==> src/sv/rau_pkg.sv <==
// Package for the rational arithmetic unit: item structs, operation codes,
// queue entry and back-end state types. No dependencies.
package rau_pkg;

  localparam int OPW   = 16;
  localparam int DENW  = OPW - 1;
  localparam int NUMW  = 32;
  localparam int DENRW = 31;
  localparam int QD    = 2;
  localparam int QAW   = 1;

  localparam logic [2:0] FN_ADD = 3'd0;
  localparam logic [2:0] FN_SUB = 3'd1;
  localparam logic [2:0] FN_MUL = 3'd2;
  localparam logic [2:0] FN_DIV = 3'd3;
  localparam logic [2:0] FN_CMP = 3'd4;

  typedef struct packed {
    logic [2:0]             func;
    logic signed [OPW-1:0]  a_num;
    logic [DENW-1:0]        a_den;
    logic signed [OPW-1:0]  b_num;
    logic [DENW-1:0]        b_den;
  } in_item_t;

  typedef struct packed {
    logic signed [NUMW-1:0] res_num;
    logic [DENRW-1:0]       res_den;
    logic                   is_equal;
    logic                   status;
  } out_item_t;

  typedef struct packed {
    logic             reduce;
    logic             neg;
    logic [NUMW-1:0]  nm;
    logic [DENRW-1:0] dm;
    out_item_t        direct;
  } q_entry_t;

  typedef struct packed {
    logic push;
    logic full;
  } q_wr_ctl_t;

  typedef enum logic [2:0] {
    BK_IDLE,
    BK_TWOS,
    BK_ODDA,
    BK_GCD,
    BK_DIV,
    BK_DONE
  } bk_state_t;

endpackage

==> src/sv/rau_front.sv <==
// Front end: accepts items, forms cross products and classifies each item.
// Depends on rau_pkg.
module rau_front import rau_pkg::*; (
  input  logic      clk,
  input  logic      rst_n,
  input  logic      in_push,
  output logic      in_full,
  input  in_item_t  in_item,
  output q_wr_ctl_t q_wr,
  input  logic      q_full,
  output q_entry_t  q_data
);

  logic                   s1_valid_r;
  logic [2:0]             func_r;
  logic                   den_zero_r;
  logic signed [31:0]     p_ab_r, p_ba_r, p_nn_r;
  logic [2*DENW-1:0]      p_dd_r;
  logic                   accept;
  logic signed [32:0]     n_s;
  logic signed [31:0]     d_s;
  logic [32:0]            n_mag;
  logic [31:0]            d_mag;
  logic [NUMW-1:0]        nm;
  logic [DENRW-1:0]       dm;

  assign in_full = s1_valid_r && q_full;
  assign accept  = in_push && !in_full;

  always_ff @(posedge clk) begin
    if (!rst_n) begin
      s1_valid_r <= 1'b0;
    end else if (accept) begin
      s1_valid_r <= 1'b1;
    end else if (!q_full) begin
      s1_valid_r <= 1'b0;
    end
  end

  always_ff @(posedge clk) begin
    if (accept) begin
      func_r     <= in_item.func;
      den_zero_r <= (in_item.a_den == '0) || (in_item.b_den == '0);
      p_ab_r     <= 32'(in_item.a_num) * 32'($signed({1'b0, in_item.b_den}));
      p_ba_r     <= 32'($signed({1'b0, in_item.a_den})) * 32'(in_item.b_num);
      p_nn_r     <= 32'(in_item.a_num) * 32'(in_item.b_num);
      p_dd_r     <= in_item.a_den * in_item.b_den;
    end
  end

  always_comb begin
    n_s = {p_ab_r[31], p_ab_r};
    d_s = {2'b00, p_dd_r};
    unique case (func_r)
      FN_ADD:  n_s = {p_ab_r[31], p_ab_r} + {p_ba_r[31], p_ba_r};
      FN_SUB:  n_s = {p_ab_r[31], p_ab_r} - {p_ba_r[31], p_ba_r};
      FN_MUL:  n_s = {p_nn_r[31], p_nn_r};
      FN_DIV:  d_s = p_ba_r;
      default: n_s = {p_ab_r[31], p_ab_r};
    endcase
    n_mag = n_s[32] ? 33'(-n_s) : 33'(n_s);
    d_mag = d_s[31] ? 32'(-d_s) : 32'(d_s);
    nm    = n_mag[NUMW-1:0];
    dm    = d_mag[DENRW-1:0];

    q_data = '0;
    priority if (func_r > FN_CMP) begin
      q_data = '0;
    end else if (den_zero_r) begin
      q_data.direct.status = 1'b1;
    end else if (func_r == FN_CMP) begin
      q_data.direct.is_equal = (p_ab_r == p_ba_r);
    end else if (d_s == '0) begin
      q_data.direct.status = 1'b1;
    end else if (nm == '0) begin
      q_data.direct.res_den = DENRW'(1);
    end else begin
      q_data.reduce = 1'b1;
      q_data.neg    = n_s[32] ^ d_s[31];
      q_data.nm     = nm;
      q_data.dm     = dm;
    end
  end

  assign q_wr.push = s1_valid_r && !q_full;
  assign q_wr.full = q_full;

endmodule

==> src/sv/rau_queue.sv <==
// Short register queue between the front and back ends.
// Depends on rau_pkg.
module rau_queue import rau_pkg::*; (
  input  logic      clk,
  input  logic      rst_n,
  input  q_wr_ctl_t q_wr,
  input  q_entry_t  wr_data,
  output logic      full,
  input  logic      pop,
  output logic      empty,
  output q_entry_t  rd_data
);

  q_entry_t         mem_r [QD];
  logic [QAW-1:0]   wr_ptr_r, rd_ptr_r;
  logic [QAW:0]     cnt_r;
  logic             do_push, do_pop;

  assign full    = (cnt_r == (QAW+1)'(QD));
  assign empty   = (cnt_r == '0);
  assign rd_data = mem_r[rd_ptr_r];
  assign do_push = q_wr.push && !full;
  assign do_pop  = pop && !empty;

  always_ff @(posedge clk) begin
    if (!rst_n) begin
      wr_ptr_r <= '0;
      rd_ptr_r <= '0;
      cnt_r    <= '0;
    end else begin
      if (do_push) wr_ptr_r <= wr_ptr_r + 1'b1;
      if (do_pop)  rd_ptr_r <= rd_ptr_r + 1'b1;
      cnt_r <= cnt_r + (QAW+1)'(do_push) - (QAW+1)'(do_pop);
    end
  end

  always_ff @(posedge clk) begin
    if (do_push) mem_r[wr_ptr_r] <= wr_data;
  end

  assert property (@(posedge clk) disable iff (!rst_n)
    cnt_r <= (QAW+1)'(QD))
    else $error("queue count exceeds depth");

endmodule

==> src/sv/rau_back.sv <==
// Back end: binary GCD and two restoring dividers reduce each fraction marked
// for reduction; other items go straight to the result register. Depends on rau_pkg.
module rau_back import rau_pkg::*; (
  input  logic      clk,
  input  logic      rst_n,
  input  logic      q_empty,
  input  q_entry_t  q_data,
  output logic      q_pop,
  output logic      out_empty,
  input  logic      out_pop,
  output out_item_t out_item
);

  bk_state_t        state_r, state_nxt;
  logic [31:0]      a_r, a_nxt, b_r, b_nxt, g_r, g_nxt;
  logic [4:0]       k_r, k_nxt, cnt_r, cnt_nxt;
  logic [31:0]      qn_r, qn_nxt, qd_r, qd_nxt;
  logic [32:0]      rn_r, rn_nxt, rd_r, rd_nxt;
  logic             neg_r, neg_nxt;
  out_item_t        out_r, out_nxt;
  logic             out_valid_r, load;
  logic             out_free;
  logic [32:0]      rn_sh, rd_sh;

  assign out_free  = !out_valid_r || out_pop;
  assign out_empty = !out_valid_r;
  assign out_item  = out_r;

  always_ff @(posedge clk) begin
    if (!rst_n) begin
      state_r     <= BK_IDLE;
      out_valid_r <= 1'b0;
    end else begin
      state_r <= state_nxt;
      if (load) begin
        out_valid_r <= 1'b1;
      end else if (out_pop) begin
        out_valid_r <= 1'b0;
      end
    end
  end

  always_ff @(posedge clk) begin
    a_r   <= a_nxt;
    b_r   <= b_nxt;
    g_r   <= g_nxt;
    k_r   <= k_nxt;
    cnt_r <= cnt_nxt;
    qn_r  <= qn_nxt;
    qd_r  <= qd_nxt;
    rn_r  <= rn_nxt;
    rd_r  <= rd_nxt;
    neg_r <= neg_nxt;
    out_r <= out_nxt;
  end

  always_comb begin
    state_nxt = state_r;
    a_nxt = a_r;  b_nxt = b_r;  g_nxt = g_r;  k_nxt = k_r;  cnt_nxt = cnt_r;
    qn_nxt = qn_r;  qd_nxt = qd_r;  rn_nxt = rn_r;  rd_nxt = rd_r;
    neg_nxt = neg_r;  out_nxt = out_r;
    q_pop = 1'b0;
    load  = 1'b0;
    rn_sh = {rn_r[31:0], qn_r[31]};
    rd_sh = {rd_r[31:0], qd_r[31]};
    unique case (state_r)
      BK_IDLE: begin
        if (!q_empty) begin
          if (q_data.reduce) begin
            q_pop     = 1'b1;
            a_nxt     = q_data.nm;
            b_nxt     = {1'b0, q_data.dm};
            qn_nxt    = q_data.nm;
            qd_nxt    = {1'b0, q_data.dm};
            neg_nxt   = q_data.neg;
            k_nxt     = '0;
            state_nxt = BK_TWOS;
          end else if (out_free) begin
            q_pop   = 1'b1;
            load    = 1'b1;
            out_nxt = q_data.direct;
          end
        end
      end
      BK_TWOS: begin
        if (!(a_r[0] || b_r[0])) begin
          a_nxt = a_r >> 1;
          b_nxt = b_r >> 1;
          k_nxt = k_r + 5'd1;
        end else begin
          state_nxt = BK_ODDA;
        end
      end
      BK_ODDA: begin
        if (!a_r[0]) begin
          a_nxt = a_r >> 1;
        end else begin
          state_nxt = BK_GCD;
        end
      end
      BK_GCD: begin
        priority if (b_r == '0) begin
          g_nxt     = a_r << k_r;
          rn_nxt    = '0;
          rd_nxt    = '0;
          cnt_nxt   = '0;
          state_nxt = BK_DIV;
        end else if (!b_r[0]) begin
          b_nxt = b_r >> 1;
        end else if (a_r > b_r) begin
          a_nxt = b_r;
          b_nxt = a_r - b_r;
        end else begin
          b_nxt = b_r - a_r;
        end
      end
      BK_DIV: begin
        if (rn_sh >= {1'b0, g_r}) begin
          rn_nxt = rn_sh - {1'b0, g_r};
          qn_nxt = {qn_r[30:0], 1'b1};
        end else begin
          rn_nxt = rn_sh;
          qn_nxt = {qn_r[30:0], 1'b0};
        end
        if (rd_sh >= {1'b0, g_r}) begin
          rd_nxt = rd_sh - {1'b0, g_r};
          qd_nxt = {qd_r[30:0], 1'b1};
        end else begin
          rd_nxt = rd_sh;
          qd_nxt = {qd_r[30:0], 1'b0};
        end
        cnt_nxt = cnt_r + 5'd1;
        if (cnt_r == 5'd31) state_nxt = BK_DONE;
      end
      BK_DONE: begin
        if (out_free) begin
          load             = 1'b1;
          out_nxt.res_num  = neg_r ? -$signed(qn_r) : $signed(qn_r);
          out_nxt.res_den  = qd_r[DENRW-1:0];
          out_nxt.is_equal = 1'b0;
          out_nxt.status   = 1'b0;
          state_nxt        = BK_IDLE;
        end
      end
      default: state_nxt = BK_IDLE;
    endcase
  end

  assert property (@(posedge clk) disable iff (!rst_n)
    state_r == BK_DIV |-> g_r != '0)
    else $error("divider started with a zero divisor");

  assert property (@(posedge clk) disable iff (!rst_n)
    state_r == BK_DONE |-> rn_r == '0 && rd_r == '0)
    else $error("reduction left a remainder");

  assert property (@(posedge clk) disable iff (!rst_n)
    state_r == BK_GCD |-> a_r[0])
    else $error("GCD loop entered with an even operand");

  assert property (@(posedge clk) disable iff (!rst_n)
    out_valid_r && out_r.status |-> out_r.res_den == '0 && out_r.res_num == '0)
    else $error("error result carries a fraction");

endmodule

==> src/sv/rational_arith_unit_top.sv <==
// Top level of the rational arithmetic unit: front end, queue, back end.
// Depends on rau_pkg, rau_front, rau_queue and rau_back.
// Path: errors, compares and zero results pass the front-end register, the queue and
// the result register; a reduced result also runs the one-step-per-cycle binary GCD
// loop and the two dividers before it reaches the result register.
// Throughput: one item per reduction; the queue lets the front keep taking items until it is full.
// Reset: synchronous active-low rst_n empties the queue and the output register.
module rational_arith_unit_top import rau_pkg::*; (
  input  logic      clk,
  input  logic      rst_n,
  input  logic      in_push,
  output logic      in_full,
  input  in_item_t  in_item,
  output logic      out_empty,
  input  logic      out_pop,
  output out_item_t out_item
);

  q_wr_ctl_t q_wr;
  q_entry_t  q_wdata, q_rdata;
  logic      q_full, q_empty, q_pop;

  rau_front u_front (
    .clk     (clk),
    .rst_n   (rst_n),
    .in_push (in_push),
    .in_full (in_full),
    .in_item (in_item),
    .q_wr    (q_wr),
    .q_full  (q_full),
    .q_data  (q_wdata)
  );

  rau_queue u_queue (
    .clk     (clk),
    .rst_n   (rst_n),
    .q_wr    (q_wr),
    .wr_data (q_wdata),
    .full    (q_full),
    .pop     (q_pop),
    .empty   (q_empty),
    .rd_data (q_rdata)
  );

  rau_back u_back (
    .clk       (clk),
    .rst_n     (rst_n),
    .q_empty   (q_empty),
    .q_data    (q_rdata),
    .q_pop     (q_pop),
    .out_empty (out_empty),
    .out_pop   (out_pop),
    .out_item  (out_item)
  );

endmodule
==> config.mk <==
export PLATFORM = sky130hd
export DESIGN_NAME = rational_arith_unit_top
export DESIGN_NICKNAME = d
export VERILOG_FILES = /design/src/sv/rau_pkg.sv /design/src/sv/rau_front.sv /design/src/sv/rau_queue.sv /design/src/sv/rau_back.sv /design/src/sv/rational_arith_unit_top.sv
export SDC_FILE = /design/constraint.sdc
export NUM_CORES = 2
export LEC_CHECK = 0
export BUFFER_PORTS_ARGS = -buffer_cell sky130_fd_sc_hd__buf_2
export CORE_MARGIN = 2
export CORE_UTILIZATION = 50
export DETAILED_ROUTE_END_ITERATION = 8
export PLACE_DENSITY = 0.66
export SYNTH_ARGS = -nofsm -noshare
export SYNTH_HDL_FRONTEND = slang
export SYNTH_SLANG_ARGS = --single-unit
==> constraint.sdc <==
create_clock -name clk -period 12.9 [get_ports clk]
set_input_delay 1.29 -clock clk [delete_from_list [all_inputs] [get_ports clk]]
set_output_delay 1.29 -clock clk [all_outputs]
set_load 0.01 [all_outputs]
* Word-level counts from Yosys, hierarchy flattened *
Memory sizes are Yosys's and may differ from the RTL's. A register that Yosys moved wholly into a read port is not among the register bits.
Index checks and enable logic that the tools add are counted.

operators by class
  $add $sub $neg = 15
  shift operators = 1
  bitwise gates (word level) = 2
  order comparisons = 4
  multiply operators = 4
  reduce and logical (&&, ||, !) cells = 37
  multiplexer cells = 77
  equal/unequal tests = 27

operators by type and width
  kind              number
  $mux 32           20
  $mux 65           9
  $pmux 32 s2       4
  $pmux 65 s2       1
  $pmux 32 s4       1
  $sub 32x32->32    4
  $pmux 33 s3       1
  $logic_not 32->1  3
  $mul 16x16->32    3
  $pmux 32 s3       1
  $mux 31           3
  $ge 33x32->1      2
  $neg 32->32       2
  $add 32x32->33    1
  $mux 33           1
  $sub 32x32->33    1
  $eq 32x32->1      1
  $gt 32x32->1      1
  $shl 32x5->32     1
  $neg 31->31       1
  $logic_not 15->1  2
  $mul 15x15->30    1
  $mux 1            21
  $mux 3            7
  32 further kinds  75

word-level totals
  bits of input ports = 69
  flip-flop bits (word level) = 439
  memories = 1
  bits in writable memories = 196

memories
  memory         words  bits a word  read ports  clocked after Yosys merged registers in  write ports  RTL line         source
  u_queue.mem_r  2      98           1           1                                        1            rau_queue.sv:14  q_entry_t mem_r [QD];

* Logic depth before layout (Yosys ltp) *
  word-level depth = 10
  depth in mapped cells = 28
  depth with buffers taken out = 27

* Modules after synthesis *
A second synthesis with hierarchy kept.

unflattened totals
  cell total of the unflattened synthesis = 8127
  area, all modules = 78411.5 um^2

modules (own cells, without submodules)
  module     cells an instance  area each (um^2)  sequential area each (um^2)  instances
  rau_front  5355               46895.0           3923.8                       1
  rau_back   2341               21876.0           9088.7                       1
  rau_queue  431                9640.5            7907.6                       1

* Least setup slack after synthesis *
No wires, ideal clock.

  kind = input port to flip-flop
  from = input port in_item[1] in the netlist's numbering
  to = register u_front.p_ab_r[31] (data pin)
  stages = 25
  arrival = 7.310 ns
  slack = 5.322 ns
  library setup time = 0.268 ns
  cells stage by stage = clkbuf_1 > nand2_1 > fa_1 > inv_1 > fa_1 > inv_1 > fa_1 > fa_1 > inv_1 > fa_1 > inv_1 > fa_1 > inv_1 > ha_1 > and3_1 > a2111oi_0 > nand2b_1 > o21a_1 > o21ai_0 > a221o_1 > a21oi_1 > nor2b_1 > o21a_1 > o41ai_1 > xnor2_1

between the ends
  word-level cells in the longest chain between the ends = 1

RTL lines
  what                  RTL line                       source
  start, declared       rational_arith_unit_top.sv:13  input in_item_t in_item,
  $mul 16x16->32        rau_front.sv:44                p_ab_r <= 32'(in_item.a_num) * 32'($signed({1'b0, in_item.b_den}));
  end signal, assigned  rau_front.sv:44
  end, declared         rau_front.sv:17                logic signed [31:0] p_ab_r, p_ba_r, p_nn_r;

Every way passes these cells.
A chain may end at the register's enable or synchronous reset.

* Worst setup path in the final report *
  from = input port in_item[7] in the netlist's numbering
  to = register u_front.p_ab_r[31] (data pin)

The elaborated chain is that of the path after synthesis.

==> results.md <==
- Crit-path max cell delay: 0.61 ns
- PostCTS Resize Cnt: 0
- Post-layout nets: 9218
- Slew Viols, Final: 0
- Synth Cell Area: 72670 µm²
- CP Data Required Time: 13.30 ns
- WL/cell: 22.13 µm
- Mapped Cells: 7826
- Top-count cell post-synth: inv_1
- Clock Tree Buf Depth: 3
- Setup TNS: 0 ns
- Yosys warns: 0
- IO Count: 136
- Largest cells by area after synthesis: fa_1, edfxtp_1, ha_1, inv_1, nand2_1
- Post-Syn Area per Cell: 9.285 µm²
- Grt ovf: 0
- Vias in the first global route: 57.00k
- HPWL after DPL: 164500 µm
- FF+latch count, synth: 576
- CTS tree: done
- CP arrival: 8.26 ns
- Post-synthesis async set-or-reset flop share: 0%
- FF-to-FF Start: u_front.p_ba_r[12]
- Starting Density: 50.46%
- Fill cells: 13.09k
- TritonCTS Buffers: 68
- DRC: 0
- Final Skew: 0.03315 ns
- Clock Pin Slew Worst Setup and Hold Paths: 0.05 ns
- Root buffer cell: clkbuf_16
- Final Cell Area: 77090 µm²
- Status: finished clean
- Share of cells above drive strength 1: 6.083%
- Top-area cell type share of the netlist area: 23.72%
- Buffers on Ports: 135
- Via/cell ratio: 5.745
- H-tree depth: 3
- Die W: 385.2 µm
- Fin. Hold Viols: 0
- Crit path time final: 7.862 ns
- Clock Latency Late Sink: 0.67 ns
- Hold Startpoint: u_back.out_valid_r
- Worst Tran Pin Value: 1.096 ns
- Detail Route Antenna Nets: 0
- First-pass GRT wire length: 330800 µm
- Synth Net Count: 9335
- Register-to-Register Path Depth: 19
- Period utilisation layout: 60.94%
- Layout area overhead: 6.082%
- Critical path fanouts, max: 32
- Hold Slack: 0.5344 ns
- Top_reg_cell synth: edfxtp_1
- Critical path's most frequent cell: fa_1
- Largest net degree at the start of global routing: 95
- Rows: 139
- Synth cell types: 112
- Full die area: 148400 µm²
- # hold bufs at CTS: 0
- Slew margin rel.: 26.93%
- Final Util: 53.53%
- Register area share after synthesis: 23.67%
- Critical Path Start Type: input pin
- Area leader, netlist: fa_1
- Fmax: 127.2 MHz
- Initial DRC count: 4610
- Placed cell area: 74830 µm²
- Final RePlAce weighted congestion: 0.9966
- GRT Util Overall: 29.05%
- Antenna violations before repair: 6
- Die Y: 385.2 µm
- Synth cell count leaders: inv_1, fa_1, nand2_1
- Final setup fails: 0
- Total wire length: 213900 µm
- Crit path kind: input pin to flip-flop
- Clk sinks: 576
- Worst Hold Class: flip-flop to flip-flop
- First drt pass iteration count: 8
- Core Region: 144000 µm²
- EDFF count, synth: 566
- Critical path origin: in_item[7]
- CP max-delay cell: buf_2
- CP endpoint kind: flip-flop
- RSZ-0062 raised after global routing: false
- Hold depth: 2
- Max-cap violation count: 0
- Via Count: 55.52k
- Setup Fix Bufs, Post-CTS: 0
metal layers:
layer / wire (µm) / global-route usage [%]
met1: 89040 / 37.72
met2: 99800 / 48.26
met3: 13230 / 3.655
met4: 11770 / 13.85
met5: 27 / 0
critical path: cells and delay by family:
kind | cells | cell delay, ns
AOI/OAI and AO/OA | 7 | 1.93
xor gates and xnor gates | 1 | 0.12
adders and majority gates | 7 | 3.21
buffers and inverters | 6 | 0.87
and+or+nand+nor | 4 | 0.79
cell families (layout without fill, tap and decap cells):
family                   after synthesis  in the layout  share of synthesized area (%)
adder cells (fa/ha/maj)             1440           1440                          33.69
other                                  0              2                              0
flip-flops                           576            576                          23.67
AND/OR/NAND/NOR                     2428           2428                          16.19
multiplexers                         185            185                          2.750
AO/OA/AOI/OAI                       1288           1288                          11.60
buffers and inverters               1597           1530                          8.337
XOR/XNOR                             312            312                          3.761
through the flow:
step,setup WS (ns),std cells
after global placement,4.484,9542
after detailed placement,4.414,9542
after floorplan,5.322,7826
after CTS,5.149,9662
after global routing,4.666,9662
final,5.038,9664
final timing paths:
kind                                             end  slack, ns
worst min-delay path              u_back.out_valid_r       0.53
worst max register to register  u_queue.mem_r[0][36]       5.54
worst max-delay path              u_front.p_ab_r[31]       5.04
worst min register to register    u_back.out_valid_r       0.53
cell type report:
| type | instances | area (µm²) | share of cell area (%) |
|---|---|---|---|
| flip-flops and latches | 576 | 17200 | 22.31 |
| inverters | 1201 | 4508 | 5.848 |
| clock inverters | 40 | 476.7 | 0.6184 |
| repair buffers | 209 | 1231 | 1.597 |
| well taps | 1903 | 2381 | 3.089 |
| clock buffers | 80 | 1778 | 2.306 |
| diodes | 2 | 5.005 | 0.006493 |
| multi-input cells | 5653 | 49510 | 64.22 |
layout by cell type, fill, tap and decap left out, drive strengths merged, types with 214 or more instances in the layout:
cell,count
nor2,559
inv,1205
and2,428
nand2,822
fa,861
a21oi,452
o21ai,214
ha,579
xnor2,219
edfxtp,566
registers in the layout (all words and copies together) (netlist names), 30 cells and up, named ones only:
register,count
u_back.qn_r,32
u_front.p_ab_r,32
u_back.b_r,32
u_front.p_ba_r,32
u_front.p_nn_r,32
u_queue.mem_r,136
u_back.qd_r,32
u_back.rd_r,32
u_back.rn_r,32
u_back.out_item,65
u_back.a_r,32
u_back.g_r,32
u_front.p_dd_r,30
Power is not shown: default switching activity piles up to over one toggle a cycle in this logic, so the estimate is an artifact.
